--- src/hdl/double_ended_queue_assert.svh ---
// Assertion helpers for the double-ended queue.
// Each macro checks a property on the rising clock edge and is disabled while reset is low.
`ifndef DOUBLE_ENDED_QUEUE_ASSERT_SVH
`define DOUBLE_ENDED_QUEUE_ASSERT_SVH

// The property must hold at every clock edge.
`define DQ_ASSERT(label, clk, rst_n, prop, msg) \
  label: assert property (@(posedge clk) disable iff (!rst_n) (prop)) else $error(msg);

// When the trigger is true, the condition must hold in the next cycle.
`define DQ_ASSERT_NEXT(label, clk, rst_n, trig, cond, msg) \
  label: assert property (@(posedge clk) disable iff (!rst_n) (trig) |=> (cond)) else $error(msg);

`endif

--- src/hdl/dq_pkg.sv ---
package dq_pkg;

  localparam int CAPACITY   = 16;
  localparam int WORD_BITS  = 32;
  localparam int CNT_W      = $clog2(CAPACITY + 1);
  localparam int CMD_W      = 3;
  localparam int STATUS_W   = 2;

  localparam int IN_BITS     = CMD_W + WORD_BITS;
  localparam int IN_TDATA_W  = ((IN_BITS + 7) / 8) * 8;
  localparam int OUT_BITS    = WORD_BITS + STATUS_W + CNT_W;
  localparam int OUT_TDATA_W = ((OUT_BITS + 7) / 8) * 8;

  typedef logic signed [WORD_BITS-1:0] dq_word_t;

  typedef enum logic [CMD_W-1:0] {
    CMD_PUSH_FRONT = 3'd0,
    CMD_PUSH_BACK  = 3'd1,
    CMD_PEEK_FRONT = 3'd2,
    CMD_PEEK_BACK  = 3'd3,
    CMD_POP_FRONT  = 3'd4,
    CMD_POP_BACK   = 3'd5,
    CMD_REVERSE    = 3'd6
  } dq_cmd_t;

  typedef enum logic [STATUS_W-1:0] {
    ST_OK    = 2'd0,
    ST_EMPTY = 2'd1,
    ST_FULL  = 2'd2
  } dq_status_t;

  typedef enum logic [1:0] {
    CELL_HOLD,
    CELL_SHIFT_UP,
    CELL_SHIFT_DOWN,
    CELL_LOAD
  } dq_cell_op_t;

  typedef struct packed {
    dq_cell_op_t op;
    dq_word_t    push_word;
  } dq_cell_ctrl_t;

  typedef struct packed {
    logic [CNT_W-1:0] fill_count;
    dq_status_t       status;
    dq_word_t         read_value;
  } dq_result_t;

endpackage

--- src/hdl/double_ended_queue.sv ---
// A result is registered in the output buffer when its command transfer is taken.
// One command per cycle unless the output buffer is full; cells shift or load in one step.
// A two-entry output buffer keeps taking commands while one result waits to be taken.
// Reset (rst_n low, synchronous) empties the queue, sets normal orientation and drops
// pending results; the storage cells are not cleared.
`include "double_ended_queue_assert.svh"

module double_ended_queue (
  input  logic                          clk,
  input  logic                          rst_n,
  input  logic                          in_tvalid,
  output logic                          in_tready,
  // [2:0] cmd, [34:3] push_value, upper bits zero
  input  logic [dq_pkg::IN_TDATA_W-1:0] in_tdata,
  output logic                          out_tvalid,
  input  logic                          out_tready,
  // [31:0] read_value, [33:32] status, [38:34] fill_count, upper bits zero
  output logic [dq_pkg::OUT_TDATA_W-1:0] out_tdata
);
  import dq_pkg::*;

  // Queue bookkeeping. Cell 0 is the physical front; the occupied cells are
  // 0 .. count-1. The orientation flag swaps which physical end is the logical front.
  logic [CNT_W-1:0] count_r, count_nxt;
  logic             rev_r, rev_nxt;

  logic             in_xfer;
  dq_cmd_t          cmd;
  dq_word_t         push_value;
  logic             logical_front;
  logic             phys_front;
  logic             is_empty;
  logic             is_full;
  logic             is_push;
  logic             shift_up;
  logic             shift_down;
  logic             load_back;
  dq_word_t         tail_word;
  dq_result_t       result;
  dq_result_t       out_res;

  dq_word_t         cell_q    [CAPACITY];
  dq_cell_ctrl_t    cell_ctrl [CAPACITY];

  assign in_xfer    = in_tvalid && in_tready;
  assign cmd        = dq_cmd_t'(in_tdata[CMD_W-1:0]);
  assign push_value = in_tdata[CMD_W+WORD_BITS-1:CMD_W];

  assign logical_front = (cmd == CMD_PUSH_FRONT) || (cmd == CMD_PEEK_FRONT) ||
                         (cmd == CMD_POP_FRONT);
  assign phys_front    = logical_front ^ rev_r;
  assign is_empty      = (count_r == '0);
  assign is_full       = (count_r == CNT_W'(CAPACITY));
  assign is_push       = (cmd == CMD_PUSH_FRONT) || (cmd == CMD_PUSH_BACK);

  // Last occupied cell, picked by a one-hot match on the count.
  always_comb begin
    tail_word = '0;
    for (int i = 0; i < CAPACITY; i++) begin
      if (count_r == CNT_W'(i + 1)) begin
        tail_word = tail_word | cell_q[i];
      end
    end
  end

  // Decode the command into chain moves and the result.
  always_comb begin
    count_nxt          = count_r;
    rev_nxt            = rev_r;
    shift_up           = 1'b0;
    shift_down         = 1'b0;
    load_back          = 1'b0;
    result.read_value  = '0;
    result.status      = ST_OK;
    case (cmd)
      CMD_PUSH_FRONT, CMD_PUSH_BACK: begin
        if (is_full) begin
          result.status = ST_FULL;
        end else begin
          shift_up  = phys_front;
          load_back = !phys_front;
          count_nxt = count_r + 1'b1;
        end
      end
      CMD_PEEK_FRONT, CMD_PEEK_BACK: begin
        if (is_empty) begin
          result.status = ST_EMPTY;
        end else begin
          result.read_value = phys_front ? cell_q[0] : tail_word;
        end
      end
      CMD_POP_FRONT, CMD_POP_BACK: begin
        if (is_empty) begin
          result.status = ST_EMPTY;
        end else begin
          result.read_value = phys_front ? cell_q[0] : tail_word;
          shift_down        = phys_front;
          count_nxt         = count_r - 1'b1;
        end
      end
      CMD_REVERSE: begin
        rev_nxt = !rev_r;
      end
      default: begin
      end
    endcase
    result.fill_count = count_nxt;
  end

  always_ff @(posedge clk) begin
    if (!rst_n) begin
      count_r <= '0;
      rev_r   <= 1'b0;
    end else if (in_xfer) begin
      count_r <= count_nxt;
      rev_r   <= rev_nxt;
    end
  end

  // The chain: every cell gets its move; cell 0 takes the pushed word on a front push,
  // the last cell keeps its word on a front pop.
  for (genvar g = 0; g < CAPACITY; g++) begin : g_cell
    dq_word_t left_w;
    dq_word_t right_w;

    if (g == 0) begin : g_first
      assign left_w = push_value;
    end else begin : g_inner_l
      assign left_w = cell_q[g-1];
    end

    if (g == CAPACITY - 1) begin : g_last
      assign right_w = cell_q[g];
    end else begin : g_inner_r
      assign right_w = cell_q[g+1];
    end

    always_comb begin
      cell_ctrl[g].push_word = push_value;
      if (!in_xfer) begin
        cell_ctrl[g].op = CELL_HOLD;
      end else if (shift_up) begin
        cell_ctrl[g].op = CELL_SHIFT_UP;
      end else if (shift_down) begin
        cell_ctrl[g].op = CELL_SHIFT_DOWN;
      end else if (load_back && (count_r == CNT_W'(g))) begin
        cell_ctrl[g].op = CELL_LOAD;
      end else begin
        cell_ctrl[g].op = CELL_HOLD;
      end
    end

    dq_cell u_cell (
      .clk        (clk),
      .ctrl       (cell_ctrl[g]),
      .left_word  (left_w),
      .right_word (right_w),
      .word_q     (cell_q[g])
    );
  end

  // Hold each result until its transfer on the output side.
  dq_outbuf u_outbuf (
    .clk       (clk),
    .rst_n     (rst_n),
    .wr_valid  (in_tvalid),
    .wr_data   (result),
    .wr_ready  (in_tready),
    .out_valid (out_tvalid),
    .out_ready (out_tready),
    .out_data  (out_res)
  );

  assign out_tdata = {{(OUT_TDATA_W - OUT_BITS){1'b0}}, out_res.fill_count,
                      out_res.status, out_res.read_value};

  `DQ_ASSERT(a_count_bound, clk, rst_n, count_r <= CNT_W'(CAPACITY), "count beyond capacity")
  `DQ_ASSERT_NEXT(a_push_grows, clk, rst_n, in_xfer && is_push && !is_full, count_r == $past(count_r) + 1'b1, "accepted push did not grow the queue")
  `DQ_ASSERT_NEXT(a_full_push_holds, clk, rst_n, in_xfer && is_push && is_full, $stable(count_r), "refused push changed the count")
  `DQ_ASSERT(a_empty_read, clk, rst_n, !(in_xfer && is_empty && (cmd == CMD_POP_FRONT || cmd == CMD_POP_BACK || cmd == CMD_PEEK_FRONT || cmd == CMD_PEEK_BACK)) || (result.status == ST_EMPTY && result.read_value == '0), "read of empty queue not flagged")

endmodule

--- src/hdl/dq_cell.sv ---
module dq_cell (
  input  logic                  clk,
  input  dq_pkg::dq_cell_ctrl_t ctrl,
  input  dq_pkg::dq_word_t      left_word,
  input  dq_pkg::dq_word_t      right_word,
  output dq_pkg::dq_word_t      word_q
);
  import dq_pkg::*;

  dq_word_t word_r;
  dq_word_t word_nxt;

  // One slot of the chain: take from the front-side neighbour, the back-side neighbour,
  // the pushed word, or hold.
  always_comb begin
    case (ctrl.op)
      CELL_SHIFT_UP:   word_nxt = left_word;
      CELL_SHIFT_DOWN: word_nxt = right_word;
      CELL_LOAD:       word_nxt = ctrl.push_word;
      default:         word_nxt = word_r;
    endcase
  end

  always_ff @(posedge clk) begin
    word_r <= word_nxt;
  end

  assign word_q = word_r;

endmodule

--- src/hdl/dq_outbuf.sv ---
module dq_outbuf (
  input  logic               clk,
  input  logic               rst_n,
  input  logic               wr_valid,
  input  dq_pkg::dq_result_t wr_data,
  output logic               wr_ready,
  output logic               out_valid,
  input  logic               out_ready,
  output dq_pkg::dq_result_t out_data
);
  import dq_pkg::*;

  logic       main_valid_r, main_valid_nxt;
  logic       skid_valid_r, skid_valid_nxt;
  dq_result_t main_r, main_nxt;
  dq_result_t skid_r, skid_nxt;
  logic       take;
  logic       wr;

  assign wr_ready = !skid_valid_r;
  assign wr       = wr_valid && wr_ready;
  assign take     = main_valid_r && out_ready;

  always_comb begin
    main_valid_nxt = main_valid_r;
    skid_valid_nxt = skid_valid_r;
    main_nxt       = main_r;
    skid_nxt       = skid_r;
    if (take) begin
      if (skid_valid_r) begin
        // advance the skid entry; no write can arrive while it is full
        main_nxt       = skid_r;
        skid_valid_nxt = 1'b0;
      end else if (wr) begin
        main_nxt = wr_data;
      end else begin
        main_valid_nxt = 1'b0;
      end
    end else if (wr) begin
      if (!main_valid_r) begin
        main_nxt       = wr_data;
        main_valid_nxt = 1'b1;
      end else begin
        skid_nxt       = wr_data;
        skid_valid_nxt = 1'b1;
      end
    end
  end

  always_ff @(posedge clk) begin
    if (!rst_n) begin
      main_valid_r <= 1'b0;
      skid_valid_r <= 1'b0;
    end else begin
      main_valid_r <= main_valid_nxt;
      skid_valid_r <= skid_valid_nxt;
    end
  end

  always_ff @(posedge clk) begin
    main_r <= main_nxt;
    skid_r <= skid_nxt;
  end

  assign out_valid = main_valid_r;
  assign out_data  = main_r;

endmodule

--- config.mk ---
export PLATFORM = sky130hd
export DESIGN_NAME = double_ended_queue
export DESIGN_NICKNAME = d
export VERILOG_FILES = /design/src/hdl/dq_pkg.sv /design/src/hdl/double_ended_queue.sv /design/src/hdl/dq_cell.sv /design/src/hdl/dq_outbuf.sv
export VERILOG_INCLUDE_DIRS = /design/src /design/src/hdl
export SDC_FILE = /design/constraint.sdc
export NUM_CORES = 1
export LEC_CHECK = 0
export ABC_AREA = 1
export BUFFER_PORTS_ARGS = -buffer_cell sky130_fd_sc_hd__buf_2
export CORE_ASPECT_RATIO = 1.5
export CORE_MARGIN = 5
export CORE_UTILIZATION = 40
export DETAILED_ROUTE_END_ITERATION = 8
export GPL_ROUTABILITY_DRIVEN = 0
export HOLD_SLACK_MARGIN = 0.1
export PLACE_DENSITY_LB_ADDON = 0.12
export SETUP_SLACK_MARGIN = 0.15
export SLEW_MARGIN = 10
export SYNTH_ARGS = -nofsm -noshare
export SYNTH_HDL_FRONTEND = slang
export SYNTH_SLANG_ARGS = --single-unit
export TNS_END_PERCENT = 100
--- constraint.sdc ---
create_clock -name clk -period 12.5 [get_ports clk]
set_input_delay 0.625 -clock clk [delete_from_list [all_inputs] [get_ports clk]]
set_output_delay 0.625 -clock clk [all_outputs]
set_load 0.02 [all_outputs]
After elaboration in Yosys (flattened, before gate mapping)
Cells that the tools add are included.
{ "classes": {"mux": 120, "n_bitwise": 18, "n_lt_le_gt_ge": 0, "div": 0, "n_mul": 0, "eq_ne": 72, "n_shift": 0, "reduce_logical": 53, "add_sub_neg": 2} }
{ "op_table": {"columns": ["op", "count"], "rows": [
  ["$pmux W32 S3", 14],
  ["$mux W32", 19],
  ["$or A32 B32 Y32", 15],
  ["$mux W39", 5],
  ["$mux W2", 65],
  ["$pmux W32 S2", 2],
  ["$eq A2 B2 Y1 const B", 31],
  ["$reduce_bool A3 Y1", 14],
  ["$eq A5 B4 Y1 const B", 8],
  ["$eq A2 B1 Y1 const B", 16],
  ["$eq A5 B3 Y1 const B", 4],
  ["$logic_and A1 B1 Y1", 18],
  ["$mux W1", 11],
  ["$eq A5 B2 Y1 const B", 2],
  ["$mux W5", 2],
  ["$pmux W5 S2", 1],
  ["$eq A3 B3 Y1 const B", 3],
  ["$reduce_and A3 Y1", 3],
  ["$reduce_bool A2 Y1", 4],
  ["$reduce_or A2 Y1", 4],
  ["$eq A3 B2 Y1 const B", 2],
  ["$ne A2 B2 Y1 const B", 3],
  ["$add A5 B1 Y5 const B", 1],
  ["$eq A5 B1 Y1 const B", 1],
  ["12 further kinds", 17]
]} }
{ "totals": {"regBits": 598, "output_inout_bits": 42, "romBits": 0, "elab_cells": 291, "mem_count": 0, "ram_bits": 0, "latch_bits": 0} }

Longest topological paths before layout
Gate-level depths: netlist of the first run.
{ "logic_depth": {"ltp_word": 38, "mapped_depth": 15, "ltp_nobuf": 12} }

Modules after synthesis
From an unflattened synthesis of the first run, not the netlist that was laid out.
{ "hier_totals": {"hier_cells": 4462, "hier_area_um2": 36707.7} }
{ "by_module_without_submodules": {"columns": ["module", "cells_per_inst", "n_inst", "seq_area_each_um2", "area_each_um2"], "rows": [
  ["dq_cell", 180, 16, 960.9, 1712.9],
  ["double_ended_queue", 1349, 1, 120.1, 6182.2],
  ["dq_outbuf", 233, 1, 2382.3, 3119.2]
]} }

Least setup slack after synthesis of the first run
OpenSTA, ideal clock, no wires.
{ "synth_path": {"path_type": "input to register", "start": "input in_tvalid", "end": "register u_outbuf.skid_r[0] (netlist name), enable pin", "path_slack_ns": 8.311, "path_stages": 3, "setup_ns": 0.484, "arrival_ns": 3.706, "path_cell_list": "nand2_1 -> clkbuf_1 -> nor3_1"} }
{ "synth_between": {"elab_chain_len": 2} }
{ "synth_lines": {"columns": ["element", "line_no", "rtl"], "rows": [
  ["start: declaration", "double_ended_queue.sv:11", "input logic in_tvalid,"],
  ["$logic_and A1 B1 Y1", "dq_outbuf.sv:21", "assign wr = wr_valid && wr_ready;"],
  ["$reduce_and A3 Y1 (no source line)", null, null],
  ["end signal: assignment", "dq_outbuf.sv:62", "skid_r <= skid_nxt;"],
  ["end: declaration", "dq_outbuf.sv:16", "dq_result_t skid_r, skid_nxt;"]
]} }
Every way passes these cells.
A chain may end at the register's enable or synchronous reset.

Worst setup path after layout of the first run
{ "layout_path": {"start": "register count_r[0]", "end": "register g_cell[2].u_cell.word_r[29], enable pin"} }
{ "layout_between": {"elab_chain_len": 10, "word_cells_on_any_way": 18} }
{ "layout_lines": {"columns": ["element", "line_no", "rtl"], "rows": [
  ["start: declaration", "double_ended_queue.sv:24", "logic [CNT_W-1:0] count_r, count_nxt;"],
  ["start signal: assignment", "double_ended_queue.sv:115", "count_r <= count_nxt;"],
  ["$eq A5 B5 Y1", "double_ended_queue.sv:53", "assign is_full = (count_r == CNT_W'(CAPACITY));"],
  ["$mux W1", "double_ended_queue.sv:77", "if (is_full) begin"],
  ["$mux W1", "double_ended_queue.sv:75", "case (cmd)"],
  ["$logic_and A1 B1 Y1", "double_ended_queue.sv:146", "end else if (load_back && (count_r == CNT_W'(g))) begin"],
  ["$mux W2", "double_ended_queue.sv:146", null],
  ["$mux W2", "double_ended_queue.sv:144", "end else if (shift_down) begin"],
  ["$mux W2 *", "double_ended_queue.sv:142", "end else if (shift_up) begin"],
  ["$mux W2 *", "double_ended_queue.sv:140", "if (!in_xfer) begin"],
  ["$eq A2 B1 Y1 / $eq A2 B2 Y1 (equally long branches)", "dq_cell.sv:16", "case (ctrl.op)"],
  ["$reduce_bool A3 Y1 (no source line) *", null, null],
  ["end signal: assignment", "dq_cell.sv:25", "word_r <= word_nxt;"],
  ["end: declaration", "dq_cell.sv:10", "dq_word_t word_r;"]
]} }
Mark *: on every way between the ends. The rest lies on a longest branch, timed or not.

==> run_results.csv, run 1 <==
group,metric,value,unit
run_status,status,"finished clean",
route,vias_per_cell,6.11,
critical_path,crit_path_start_kind,"flop",
critical_path,crit_chain,"inv_1 -> ha_1 -> nand2_2 -> inv_2 -> nand2_2 -> nand2_4 -> inv_4 -> nand2_4 -> nor2_4 -> nand2_4 -> nand2_2 -> buf_4",
clocking,clk_pin_slew,0.07,ns
placement,place_ws,7.47,ns
sta,clock_skew,0.0246,ns
critical_path,regToRegSetupSlack,7.48,ns
synthesis,avgSynthCellArea,8.89,um^2
clocking,cts_root_buf,"clkbuf_16",
clocking,cts_made_buffers,60,
global_routing,grt_pass1_vias,27866,
synthesis,synth_top_area_share,51.7,%
layout,area_delta_synth_final,8.24,%
critical_path,path_depth,12,
layout,layout.area.seq,17900,um^2
sta,fin_crit,5.02,ns
clocking,clock_sinks,598,
route,met1_length,54300,um
die,die_x,249,um
route,ant_nets,0,
critical_path,path_class,"flop to flop",
die,start_util,40.3,%
clocking,cts_tree,"yes",
global_routing,grt_use_total,28.5,%
synthesis,ys_seq_area_share,52.2,%
layout,multi_input_area,14300,um^2
route,wl_per_cell,27.9,um
sta,setup_tns,0,ns
critical_path,rr_worst_depth,12,
die,die-area,91700,um^2
sta,worst_slew_pin_slew,1.30,ns
critical_path,path_max_fanout,65,
clocking,clkLatencyLatePin,0.67,ns
route,drc,0,
synthesis,syn_area,34300,um^2
clocking,ctsResizeCount,0,
synthesis,synth_top_cell_by_area,"edfxtp_1",
synthesis,ys_warn_count,0,
critical_path,cpMaxStageDelayCell,"nand2_2",
global_routing,grt_antenna_before_repair,6,
layout,diodes,0,
synthesis,synthesis.nets,3902,
pwr,irDropWorstVdd,106,uV
die,dieHeight,368,um
sta,fin_ws,7.48,ns
die,num_rows,131,
clocking,post-cts-setup-buffers,0,
global_routing,grt_overflow,0,
pwr,power,4.85,mW
synthesis,ys_ff_latch,598,
critical_path,slowest_delay,0.87,ns
synthesis,synth.area.top_cells,"edfxtp_1, nand2_1, nand3_1",
critical_path,endpoint,"g_cell[2].u_cell.word_q[29]$_DFFE_PP_",
critical_path,path_delay_family,"simple AND/OR/NAND/NOR gates",
route,drtIter0Drc,3773,
layout,drive_gt1_share,11.8,%
pwr,leakage,14.5,nW
critical_path,rr_startpoint,"count_r[0]$_SDFFE_PN0P_",
route,dr_wl_met2,64200,um
global_routing,grt_max_degree,225,
global_routing,grt_pass1_wl,195000,um
sta,max_freq,199,MHz
critical_path,endpoint_kind,"flop",
die,num_io_pins,86,
run,maxCapViolCount,0,
synthesis,synth_cell_types,33,
sta,holdWs,0.228,ns
critical_path,worstPathRequired,12.80,ns
route,routed.top_layer,"met4",
layout,n_fill_cell,8397,
route,wl_met3,13400,um
min_path,hold_class,"input port to flop",
sta,rsz0062_at_grt,"no",
placement,port_buffers,79,
sta,slew_viol_final,0,
critical_path,startpoint,"count_r[0]$_SDFFE_PN0P_",
sta,hold_viol_final,0,
critical_path,arrival,5.32,ns
route,vias,29971,
clocking,clockBufferDepth,3,
layout,finalNetCount,3776,
pwr,pwr_density_cell,131,nW/um^2
route,totalWireLength,137000,um
placement,dpl.hpwl,69900,um
synthesis,netlist_instances,3852,
sta,setup_violations,0,
critical_path,rr_endpoint,"g_cell[2].u_cell.word_q[29]$_DFFE_PP_",
critical_path,critPathBufInv,4,
sta,relSlewSlack,13.0,%
route,first_pass_iters,6,
clocking,holdBufCountCts,0,
clocking,cts_max_level,2,
sta,fin_crit_sh,40.2,%
die,core,85100,um^2
cell type report:
class                      count  area share [%]
sequential                   598            48.2
multi-input combinational   2753            38.7
clock buffer                  73            4.35
tap                         1130            3.81
timing repair buffer         137            2.31
inverter                     176            1.82
clock inverter                35           0.820
cells in the mapped netlist:
cell	instances
a211oi_1	1
a21oi_1	40
a31oi_1	1
and3_1	1
buf_1	18
buf_2	155
buf_4	12
buf_6	35
clkbuf_1	105
conb_1	1
dfxtp_1	8
edfxtp_1	590
ha_1	6
inv_1	167
inv_2	7
inv_4	2
nand2_1	1276
nand2_2	6
nand2_4	3
nand3_1	653
nand3_2	1
nand4_1	11
nand4_4	1
nor2_1	156
nor2_2	4
nor2_4	3
nor3_1	27
nor4_1	1
o211ai_1	303
o211ai_2	145
o21ai_0	88
o21ai_1	20
xor2_1	5
state kept, by name, indices dropped and copies added, names as in the netlist:
register / flops
count_r: 5
g_cell.u_cell.word_q: 512
rev_r: 1
u_outbuf.out_data: 39
u_outbuf.out_valid: 1
u_outbuf.skid_r: 39
u_outbuf.skid_valid_r: 1
worst register-to-register path: cells and delay by family (launching register included):
family / cells / cell delay [ns]
fa+ha+maj: 1 / 0.30
buf+inv: 4 / 1.09
flops: 1 / 0.46
simple gates: 7 / 2.80
power by group:
| group | switching [mW] | total, mW | leakage (nW) | internal, mW |
|---|---|---|---|---|
| sequential | 0.0525 | 2.36 | 5.47 | 2.31 |
| combinational | 0.472 | 0.624 | 8.11 | 0.152 |
| clock | 0.848 | 1.86 | 0.944 | 1.01 |
metal layers:
| layer | up-vias | track usage, % |
|---|---|---|
| met5 | - | 0 |
| met4 | 0 | 9.46 |
| met3 | 282 | 4.02 |
| met2 | 1700 | 47.0 |
| met1 | 14710 | 38.9 |
| li1 | 13279 | - |
cell families after synthesis:
kind of cell,after synthesis,synth area share [%]
simple gates,2143,26.3
compound gates,598,14.1
flops,598,52.2
buf+inv,501,6.97
fa+ha+maj,6,0.219
xor+xnor,5,0.128
other cells,1,0.0109
placed cells by master, fill, tap and decap left out, types with 4 or more instances in the layout:
cell type / count
nor2_4: 22
nand2_4: 16
o21ai_0: 88
o211ai_2: 145
nand4_1: 11
clkinv_1: 14
nor3_1: 26
ha_1: 5
dfxtp_1: 8
inv_2: 8
o21ai_1: 20
buf_2: 79
a21oi_1: 39
edfxtp_1: 590
nand2_2: 13
clkbuf_1: 9
xor2_1: 5
nor2_1: 139
bufinv_16: 5
nand3_1: 645
nand3_2: 4
o211ai_1: 303
clkbuf_16: 62
buf_4: 56
inv_1: 165
clkinv_2: 12
nand2_1: 1256
nand3_4: 5
how the worst min path moves through the flow:
stage / startpoint / end / slack, ns / depth (start not counted)
floorplan: u_outbuf.skid_valid_r$_SDFFE_PP0P_ / u_outbuf.skid_valid_r$_SDFFE_PP0P_ / 0.46 / 2
global route: rst_n / u_outbuf.out_valid$_SDFFE_PN0P_ / 0.22 / 3
CTS: rst_n / u_outbuf.out_valid$_SDFFE_PN0P_ / 0.19 / 3
global placement: u_outbuf.skid_valid_r$_SDFFE_PP0P_ / u_outbuf.skid_valid_r$_SDFFE_PP0P_ / 0.47 / 2
detailed placement: u_outbuf.skid_valid_r$_SDFFE_PP0P_ / u_outbuf.skid_valid_r$_SDFFE_PP0P_ / 0.48 / 2
finish: rst_n / u_outbuf.out_valid$_SDFFE_PN0P_ / 0.23 / 3
metrics by stage:
step	instance area (um^2)	utilization (%)	std cells
floorplan	34300	-	3852
global placement	35200	41.3	4794
detailed placement	35200	41.3	4794
CTS	37100	43.6	4902
global route	37100	43.6	4902
finish	37100	43.6	4902
Power figures use the tool's default switching activity.
==> inputs of run 2 (changes only) <==
clock period = 4.1 ns   (was 12.5 ns; I/O delays follow)
==> run 2 against run 1 <==
Against the previous run:
- clock-buffer cell count increased by 3
- die area unchanged
- via count is 0.42% lower
- clock power grew to 3.0 times the previous value
- non-clock buffer count rose by 87
- final cell count increased by 1.7%
- sequential power rose to 3.0 times the previous value
- fmax is 56% higher
- critical path type unchanged
- critical endpoint is now g_cell[1].u_cell.word_q[22]$_DFFE_PP_
- largest power group unchanged
==> run_results.csv, run 2 (synthesized netlist as in run 1, its figures left out) <==
group,metric,value,unit
layout,area_delta_synth_final,11.3,%
pwr,pwr_density_cell,388,nW/um^2
sta,setup_tns,0,ns
die,die_x,249,um
sta,relSlewSlack,17.2,%
clocking,cts_root_buf,"clkbuf_16",
sta,setup_violations,0,
route,first_pass_iters,6,
clocking,clock_sinks,598,
critical_path,path_class,"flop to flop",
critical_path,endpoint_kind,"flop",
sta,hold_viol_final,0,
clocking,clockBufferDepth,3,
critical_path,arrival,3.72,ns
layout,largest_register_ffs,512,
global_routing,grt_antenna_before_repair,7,
critical_path,worstPathRequired,4.59,ns
clocking,cts_tree,"yes",
layout,final_common_cell,"nand2_1",
global_routing,grt_use_total,28.7,%
layout,drive_gt1_share,13.4,%
sta,clock_skew,0.0167,ns
die,die-area,91700,um^2
route,drc,0,
pwr,irDropWorstVdd,362,uV
sta,slew_viol_final,0,
critical_path,path_delay_family,"buffers and inverters",
clocking,clk_pin_slew,0.07,ns
pwr,leakage,15.0,nW
clocking,ctsResizeCount,0,
clocking,clkLatencyLatePin,0.66,ns
sta,rsz0062_at_grt,"no",
sta,fin_crit_sh,78.7,%
global_routing,grt_overflow,0,
critical_path,critPathBufInv,5,
die,num_rows,131,
route,vias,29846,
critical_path,slowest_delay,0.67,ns
critical_path,crit_chain,"inv_1 -> ha_1 -> nand2_2 -> inv_2 -> nand2_2 -> nand2_4 -> inv_4 -> nand2_4 -> nor2_4 -> buf_4 -> nand2_4 -> buf_4 -> nand3_1 -> o211ai_2",
clocking,post-cts-setup-buffers,0,
route,wl_per_cell,27.6,um
route,vias_per_cell,5.99,
run_status,status,"finished clean",
route,totalWireLength,138000,um
global_routing,grt_pass1_wl,196000,um
placement,port_buffers,79,
critical_path,cp_common_cell,"nand2_4",
layout,layout_common_cells,"nand2_1, nand3_1, edfxtp_1",
global_routing,grt_pass1_vias,27771,
die,dieHeight,368,um
sta,worst_slew_pin_slew,1.24,ns
layout,finalNetCount,3862,
critical_path,path_max_fanout,44,
critical_path,crit_path_start_kind,"flop",
sta,max_freq,310,MHz
route,ant_nets,0,
global_routing,grt_max_degree,133,
die,core,85100,um^2
critical_path,cpMaxStageDelayCell,"buf_4",
die,start_util,40.3,%
run,maxCapViolCount,0,
sta,fin_crit,3.23,ns
placement,dpl.hpwl,80700,um
die,num_io_pins,86,
clocking,cts_max_level,2,
clocking,cts_made_buffers,59,
sta,holdWs,0.146,ns
route,drtIter0Drc,3196,
layout,n_fill_cell,8286,
min_path,hold_class,"input port to flop",
[run 2: changes by cell type in the layout (fill, tap and decap cells not counted), moves of 2 or more]
cell / change
clkinv_1: -4
clkbuf_1: +6
clkbuf_8: -2
clkinv_4: -2
buf_12: +33
clkinv_2: -3
dlygate4sd3_1: +8
buf_4: +46
[run 2: what timing repair did]
item	in CTS	in global routing
hold buffers	8	0
setup endpoints to repair	0	0
hold endpoints to repair	12	0
[run 2: report_power, final]
group	switching (mW)	leakage [nW]	internal, mW
Combinational	1.46	8.64	0.537
Sequential	0.158	5.47	7.03
Clock	2.52	0.910	3.08
Total	4.14	15.0	10.6
[run 2: area by class of cell]
type	count	area [um^2]	share of cell area, %
Tap cell	1130	1410	3.71
Timing Repair Buffer	224	1940	5.09
Antenna cell	1	2.50	0.00656
Clock inverter	28	287	0.752
Inverter	176	673	1.77
Clock buffer	76	1580	4.15
Multi-Input combinational cell	2753	14300	37.6
Sequential cell	598	17900	46.9
[run 2: final timing paths]
kind	startpoint	endpoint	slack (ns)	cells after the start
min	in_tdata[2]	u_outbuf.skid_r[33]$_DFFE_PP_	0.15	4
max reg2reg	count_r[0]$_SDFFE_PN0P_	g_cell[1].u_cell.word_q[22]$_DFFE_PP_	0.87	14
max	count_r[0]$_SDFFE_PN0P_	g_cell[1].u_cell.word_q[22]$_DFFE_PP_	0.87	14
min reg2reg	u_outbuf.skid_r[36]$_DFFE_PP_	u_outbuf.out_data[36]$_DFFE_PP_	0.52	2
[run 2: metrics by stage]
stage,util (%),setup WS [ns],cell area (um^2),std cells,power [mW]
after floorplan,-,0.714,34300,3852,8.39
after global placement,42.5,0.952,36200,4873,9.25
after detailed placement,42.5,0.891,36200,4873,9.27
after CTS,44.8,0.897,38100,4985,14.8
after global routing,44.8,0.720,38100,4985,15.2
final,44.8,0.875,38100,4986,14.8
[run 2: routing by layer]
layer / routed length (um) / vias to the layer above / track usage (%)
met5: 0 / - / 0
met4: 5290 / 0 / 9.75
met3: 10600 / 276 / 3.13
met2: 67300 / 1446 / 49.5
met1: 54400 / 14658 / 37.8
li1: - / 13466 / -
[run 2: worst reg2reg max path, cell delays in order (launching register included)]
cell	delay, ns
dfxtp_1	0.37
inv_1	0.17
ha_1	0.23
nand2_2	0.10
inv_2	0.40
nand2_2	0.16
nand2_4	0.13
inv_4	0.07
nand2_4	0.07
nor2_4	0.07
buf_4	0.22
nand2_4	0.08
buf_4	0.67
nand3_1	0.23
o211ai_2	0.11
